--- src/hdl/ptd_pkg.sv ---
`timescale 1ns / 1ps
// Shared types and constants for the two-input perceptron trainer.
// Used by ptd_alu and perceptron_trainer_2d; depends on nothing else.

package ptd_pkg;

    // Fixed-point formats of the features and the weights.
    localparam int SAMPLE_BITS   = 16;
    localparam int FRACTION_BITS = 8;
    localparam int WEIGHT_BITS   = 32;
    localparam int EPOCH_BITS    = 16;
    localparam int COUNT_BITS    = 9;
    localparam int OP_BITS       = 2;
    localparam int CFG_ADDR_BITS = 2;

    // Product and activation widths; the activation is exact at these sizes.
    localparam int PROD_BITS = WEIGHT_BITS + SAMPLE_BITS;
    localparam int ACC_BITS  = PROD_BITS + 2;

    // The value 1.0 in weight format.
    localparam logic [WEIGHT_BITS-1:0] WEIGHT_ONE = WEIGHT_BITS'(1) << FRACTION_BITS;

    // Reset value of the sweep limit.
    localparam logic [EPOCH_BITS-1:0] MAX_EPOCHS_RESET = EPOCH_BITS'(1000);

    // Operation codes carried in the input tuser.
    typedef enum logic [OP_BITS-1:0] {
        OP_LOAD    = 2'd0,
        OP_TRAIN   = 2'd1,
        OP_PREDICT = 2'd2
    } op_t;

    // Configuration register indexes.
    typedef enum logic [CFG_ADDR_BITS-1:0] {
        CFG_INIT_BIAS  = 2'd0,
        CFG_INIT_Y     = 2'd1,
        CFG_INIT_X     = 2'd2,
        CFG_MAX_EPOCHS = 2'd3
    } cfg_addr_t;

    // Sequencer states.
    typedef enum logic [3:0] {
        ST_IDLE,
        ST_EPOCH,
        ST_SWEEP,
        ST_MUL_X,
        ST_MUL_Y,
        ST_ACC,
        ST_DECIDE,
        ST_UPD_X,
        ST_UPD_Y,
        ST_UPD_B,
        ST_DONE
    } state_t;

    // Operations of the shared arithmetic unit.
    typedef enum logic [1:0] {
        ALU_HOLD,
        ALU_MUL_FIRST,
        ALU_MUL_NEXT,
        ALU_ACC
    } alu_op_t;

    typedef struct packed {
        alu_op_t op;
        logic    subtract;
    } alu_ctrl_t;

    typedef struct packed {
        logic act_neg;
        logic act_zero;
        logic clipped;
    } alu_stat_t;

    // One stored training example.
    typedef struct packed {
        logic                   label;
        logic [SAMPLE_BITS-1:0] y;
        logic [SAMPLE_BITS-1:0] x;
    } example_t;

endpackage

--- src/hdl/ptd_alu.sv ---
`timescale 1ns / 1ps
// Shared arithmetic unit: one multiplier feeding an activation accumulator,
// plus one saturating weight adder. Depends on ptd_pkg.

module ptd_alu (
    input  logic                                aclk,
    input  ptd_pkg::alu_ctrl_t                  ctrl,
    input  logic signed [ptd_pkg::WEIGHT_BITS-1:0] mul_weight,
    input  logic signed [ptd_pkg::SAMPLE_BITS-1:0] mul_sample,
    input  logic        [ptd_pkg::WEIGHT_BITS-1:0] bias,
    input  logic        [ptd_pkg::WEIGHT_BITS-1:0] add_weight,
    input  logic        [ptd_pkg::WEIGHT_BITS-1:0] add_step,
    output logic        [ptd_pkg::WEIGHT_BITS-1:0] sum,
    output ptd_pkg::alu_stat_t                  stat
);
    import ptd_pkg::*;

    logic signed [PROD_BITS-1:0] prod_reg;
    logic signed [PROD_BITS-1:0] prod_next;
    logic        [ACC_BITS-1:0]  acc_reg;
    logic        [ACC_BITS-1:0]  acc_seed;
    logic        [ACC_BITS-1:0]  prod_ext;
    logic        [WEIGHT_BITS:0] sum_wide;

    // The bias enters the activation scaled by 1.0 in product format.
    assign acc_seed  = {{(ACC_BITS-WEIGHT_BITS){bias[WEIGHT_BITS-1]}}, bias} << FRACTION_BITS;
    assign prod_ext  = {{(ACC_BITS-PROD_BITS){prod_reg[PROD_BITS-1]}}, prod_reg};
    assign prod_next = mul_weight * mul_sample;

    // Multiplier result is registered before it is accumulated.
    always_ff @(posedge aclk) begin
        unique case (ctrl.op)
            ALU_MUL_FIRST: begin
                prod_reg <= prod_next;
                acc_reg  <= acc_seed;
            end
            ALU_MUL_NEXT: begin
                prod_reg <= prod_next;
                acc_reg  <= acc_reg + prod_ext;
            end
            ALU_ACC: begin
                acc_reg  <= acc_reg + prod_ext;
            end
            default: begin
            end
        endcase
    end

    // Activation flags, then the saturating weight update; one guard bit
    // shows the overflow.
    always_comb begin
        stat.act_neg  = acc_reg[ACC_BITS-1];
        stat.act_zero = (acc_reg == '0);
        if (ctrl.subtract) begin
            sum_wide = {add_weight[WEIGHT_BITS-1], add_weight}
                     - {add_step[WEIGHT_BITS-1], add_step};
        end else begin
            sum_wide = {add_weight[WEIGHT_BITS-1], add_weight}
                     + {add_step[WEIGHT_BITS-1], add_step};
        end
        stat.clipped = (sum_wide[WEIGHT_BITS] != sum_wide[WEIGHT_BITS-1]);
        if (!stat.clipped) begin
            sum = sum_wide[WEIGHT_BITS-1:0];
        end else if (sum_wide[WEIGHT_BITS]) begin
            sum = {1'b1, {(WEIGHT_BITS-1){1'b0}}};
        end else begin
            sum = {1'b0, {(WEIGHT_BITS-1){1'b1}}};
        end
    end

endmodule

--- config.mk ---
export PLATFORM = sky130hd
export DESIGN_NAME = ptd_alu
export DESIGN_NICKNAME = d
export VERILOG_FILES = /design/src/hdl/ptd_pkg.sv /design/src/hdl/ptd_alu.sv
export SDC_FILE = /design/constraint.sdc
export NUM_CORES = 2
export LEC_CHECK = 0
export ABC_CLOCK_PERIOD_IN_PS = 17850
export BUFFER_PORTS_ARGS = -buffer_cell sky130_fd_sc_hd__buf_2
export CAP_MARGIN = 10
export CORE_ASPECT_RATIO = 1.4
export CORE_UTILIZATION = 35
export CTS_CLUSTER_DIAMETER = 100
export CTS_CLUSTER_SIZE = 30
export DETAILED_ROUTE_END_ITERATION = 16
export PLACE_DENSITY = 0.48
export SETUP_SLACK_MARGIN = 0.3
export SLEW_MARGIN = 25
export SYNTH_ARGS = -nofsm -noshare
export SYNTH_HDL_FRONTEND = slang
export SYNTH_SLANG_ARGS = --single-unit
--- constraint.sdc ---
create_clock -name aclk -period 17.85 [get_ports aclk]
set_input_delay 1.785 -clock aclk [delete_from_list [all_inputs] [get_ports aclk]]
set_output_delay 1.785 -clock aclk [all_outputs]
set_load 0.02 [all_outputs]
* Word-level counts from Yosys, hierarchy flattened
Index checks and enable logic that the tools add are counted. W data, S select, Z words.
Word-level totals: register bits 98, output and inout bits 35
Cells by class: $add $sub $neg 3, reductions and logical operators 4, muxes and demuxes 4, $mul 1, equality and inequality tests 4
Operator list (count):
- $pmux W50 S2 | 1
- $mux W32 | 2
- $add A50 B50 Y50 | 1
- $logic_not A50 Y1 | 1
- $mul A32 B16 Y48 | 1
- $add A32 B32 Y33 | 1
- $mux W33 | 1
- $sub A32 B32 Y33 | 1
- $eq A2 B2 Y1 const B | 2
- $reduce_or A2 Y1 | 2
- $eq A2 B1 Y1 const B | 1
- $reduce_bool A2 Y1 | 1
- $ne A1 B1 Y1 | 1

* Longest topological paths before layout
depth after elaboration 4, mapped depth 25

* Least setup slack after synthesis
OpenSTA, ideal clock, no wires.
kind input port to flip-flop, start point input port mul_weight[10] (netlist name), end point register prod_reg[46] (data pin), arrival time 7564 ps, setup slack 10028 ps, path buffers 1, cell stages on the path 21, required time 17592 ps, cell sequence clkbuf_1 nand2_1 fa_1 fa_1 fa_1 fa_1 inv_1 fa_1 inv_1 fa_1 inv_1 ha_1 a21oi_1 nand2_1 nor4bb_1 o32ai_1 o311ai_0 nand2_1 a311o_1 a21oi_1 xnor2_1
On the way: longest elaborated chain between the ends 1
RTL lines:
- start, declared | line ptd_alu.sv:8 | input logic signed [ptd_pkg::WEIGHT_BITS-1:0] mul_weight,
- $mul A32 B16 Y48 | line ptd_alu.sv:28 | assign prod_next = mul_weight * mul_sample;
- named net prod_next[46] | line ptd_alu.sv:19 | logic signed [PROD_BITS-1:0] prod_next;
- end signal, assigned | line ptd_alu.sv:34 | prod_reg <= prod_next;
- end signal, assigned | line ptd_alu.sv:38 | prod_reg <= prod_next;
- end, declared | line ptd_alu.sv:18 | logic signed [PROD_BITS-1:0] prod_reg;
The timed path passes the listed nets, and every way through them passes these cells. A chain may end at the register's enable or synchronous reset.

* Worst setup path in the final report
start point input port mul_sample[1] (netlist name), end point register prod_reg[46] (data pin)
On the way: longest elaborated chain between the ends 1
RTL lines:
- start, declared | line ptd_alu.sv:9 | input logic signed [ptd_pkg::SAMPLE_BITS-1:0] mul_sample,
- $mul A32 B16 Y48 | line ptd_alu.sv:28
- named net prod_next[46] | line ptd_alu.sv:19
The timed path passes the listed nets, and every way through them passes these cells.

==> results by group <==
Outcome
  – Outcome: finished, final reports clean

Worst setup path
  – WS Path Type: in -> reg
  – Kind of end point of the critical path: flip-flop
  – FF-to-FF End: acc_reg[46]
  – Critical Path Start Type: input pin
  – R2R setup slack: 14040 ps
  – Worst r2r path cells: 12
  – Worst path arrival time: 8940 ps
  – CP endpoint: prod_reg[46]
  – CP max FO: 32
  – Worst EP required: 17960 ps
  – Reg2reg start: acc_reg[0]
  – Worst Setup SP: mul_sample[1]

Drt
  – Initial drt markers: 1007
  – Drc violations: 0
  – Iteration count of the initial detailed-routing pass: 5
  – Via-per-instance ratio: 5.168
  – Vias post-DR: ~21000
  – Post-DRT Antenna Nets: 0
  – Post-DR wirelength/cell: approximately 20 um
  – Wirelength, routed: 79780 um

Timing
  – Worst slew pin tran: 1087 ps
  – Final Cycle Share: 49.48%
  – Tmin final: 8831 ps
  – Slew margin rel.: 27.53%
  – RSZ-0062 raised after global routing: no
  – Clock skew: about 12 ps
  – Final setup TNS: 0 ps
  – Final setup violating endpoints: 0
  – Pins Over Slew Limit: 0
  – Maximum clock rate: around 110 MHz
  – Final hold violations: 0

Layout
  – FF+latch area: 2943 um^2
  – Layout cells sized above 1: 7.487%
  – Layout area overhead: 7.563%
  – Area occupied by multi-input gates: 21020 um^2
  – Final #Nets: about 4000
  – Max reg flops: 50
  – Final-layout fill cell count: 7779

Clock tree
  – Clock tree buffer depth: 2
  – CTS resizes: 0
  – Later-pin clock latency in the skew report: 360 ps
  – Post-CTS Setup Bufs: 0
  – CTS hold repair buffers: 0
  – CTS root buf: clkbuf_16
  – CTS Buf Count: 9
  – Htree depth: 3
  – Clock sinks: 98
  – CTS tree: built
  – Clock slew at reported path FFs: approximately 70 ps

Synth
  – Synthesized Nets: about 3800
  – Warnings, synthesis: 0
  – Yosys reg bits: between 90 and 100
  – Synthesized area: 26520 um^2
  – Synthesized area per cell: 8.893 um^2
  – Cell variety after synth: 78
  – Syn Inst Count: just under 3000
  – Share of the yosys chip area belonging to registers: 11.10%
  – Post-synth top flop: edfxtp_1
  – Async S/R FF share, synth: 0%
  – EDFF count, synth: 98

Global routing
  – First-pass GRT wire length: between 100000 and 150000 um
  – Gr ovfl total: 0
  – Initial antenna violation count: 2
  – Largest net degree at the start of global routing: 56
  – Overall global routing resource usage: 21.25%
  – Vias in the first global route: approximately 23000

Run
  – Max-cap viol count: 0

Placed design
  – DP Wirelength: 64970 um
  – # port buffers: 182
  – GP Congestion: 0.8661

Floorplanning
  – Starting Density: between 30% and 40%
  – Ports: 183
  – Core area: 75040 um^2
  – Std cell rows: 119
  – Die area: slightly below 80000 um^2
  – Die X-Extent: 234.6 um
  – Die height: 327.7 um

Worst hold path
  – Worst Hold Launch: prod_reg[0]
  – Hold Crit Class: reg -> reg
==> critical path: stages <==
cell	delay, ps
buf_2	560
nand2_1	170
fa_1	530
fa_1	570
fa_1	460
fa_1	550
inv_1	50
fa_1	480
inv_1	50
fa_1	550
inv_1	60
ha_1	350
a21oi_1	310
nand2_1	80
nor4bb_1	550
o32ai_1	310
o311ai_0	640
nand2_1	230
a311o_1	360
a21oi_1	180
xnor2_1	80
==> area by class of cell <==
class / count / share of cell area [%]
antenna: 1 / 0.008773
clock buffer: 9 / 0.7896
clock inverter: 7 / 0.2149
inverter: 560 / 7.369
multi-input combinational: 2209 / 73.68
sequential: 98 / 10.32
tap: 968 / 4.246
timing repair buffer: 189 / 3.378
==> metrics by stage <==
stage          cell area, um^2  util (%)  worst slack, ps  hold slack (ps)  std cells
2_1_floorplan            26520         -            10030            622.2       2982
3_3_place_gp             28230     37.63             8738            656.2       4024
3_5_place_dp             28230     37.63             8657            650.0       4024
4_1_cts                  28520     38.01             9028            674.6       4040
5_1_grt                  28520     38.01             8551            707.1       4040
6_report                 28520     38.01             9019            664.6       4041
==> Yosys cell counts, types with 4 or more instances <==
library cell  number  area share (%)
nor3_1            31            0.59
a21o_1            70             2.0
o211ai_1           8            0.23
fa_1             488              37
or3_1              5            0.12
o21bai_1          15            0.42
or2_2              4           0.094
o21a_1            23            0.65
o21ai_0           76             1.4
a221o_1            5            0.19
xnor2_1          107             3.5
a21boi_0           6            0.17
edfxtp_1          98              11
a21oi_2            7            0.23
nor3b_1            4            0.11
clkbuf_1         107             1.5
and4_1             5            0.17
xor2_1            39             1.3
or4_1              6            0.17
nand2_1          372             5.3
ha_1             199             9.4
a21oi_1          157             3.0
a311o_1            6            0.23
o21ai_1            7            0.13
nor2b_1           15            0.35
nor4_1            19            0.45
nor2_1           137             1.9
nand2b_1          11            0.26
o31ai_1           15            0.42
a31oi_1           15            0.35
and2_1           217             5.1
a211oi_1          18            0.51
inv_1            559             7.9
a221oi_1           5            0.17
maj3_1             5            0.19
and3_1            19            0.45
nand3_1           25            0.47
nand4_1           16            0.38
==> logic make-up (layout without fill, tap and decap cells) <==
| logic type | after synthesis | count (layout) | share of synthesized area, % |
|---|---|---|---|
| AOI/OAI and AO/OA | 473 | 473 | 11.57 |
| xor gates and xnor gates | 146 | 146 | 4.822 |
| adders and majority gates | 692 | 692 | 46.42 |
| buffers and inverters | 675 | 765 | 9.673 |
| DFF | 98 | 98 | 11.10 |
| muxes | 3 | 3 | 0.1180 |
| other | 0 | 1 | 0 |
| and+or+nand+nor | 895 | 895 | 16.30 |
==> layout by cell type, fill, tap and decap left out, types with 5 or more instances in the layout <==
cell / n
inv_1: 558
o21ai_1: 7
o21a_1: 23
maj3_1: 5
nand3_1: 25
and2_1: 217
and4_1: 5
a221o_1: 5
edfxtp_1: 98
nand4_1: 16
nand2b_1: 11
nand2_1: 372
or3_1: 5
clkbuf_16: 9
or4_1: 6
a211oi_1: 18
o21ai_0: 76
buf_4: 7
o211ai_1: 8
a21boi_0: 6
nor2_1: 136
fa_1: 488
o21bai_1: 15
nor4_1: 19
a21oi_1: 157
a221oi_1: 5
ha_1: 198
and3_1: 19
xor2_1: 39
a21o_1: 70
a31oi_1: 15
a311o_1: 6
a21oi_2: 7
o31ai_1: 15
xnor2_1: 107
nor3_1: 31
nor2b_1: 15
buf_2: 182
==> worst min path at each step <==
stage,to,slack [ps],cells after the start
after floorplan,acc_reg[0],620,2
after global placement,acc_reg[0],660,2
after detailed placement,acc_reg[0],650,2
after CTS,acc_reg[0],670,2
after global routing,acc_reg[0],710,2
final,acc_reg[0],660,2
==> routing by layer <==
| metal | part of all wire (%) | global-route usage (%) |
|---|---|---|
| met5 | 0.016 | 0 |
| met4 | 3.8 | 7.609 |
| met3 | 3.0 | 1.840 |
| met2 | 57 | 43.54 |
| met1 | 36 | 22.12 |
Power is left out: the tool's default activity adds up to more than one toggle a clock period on the data nets, which glitch-free logic cannot reach.
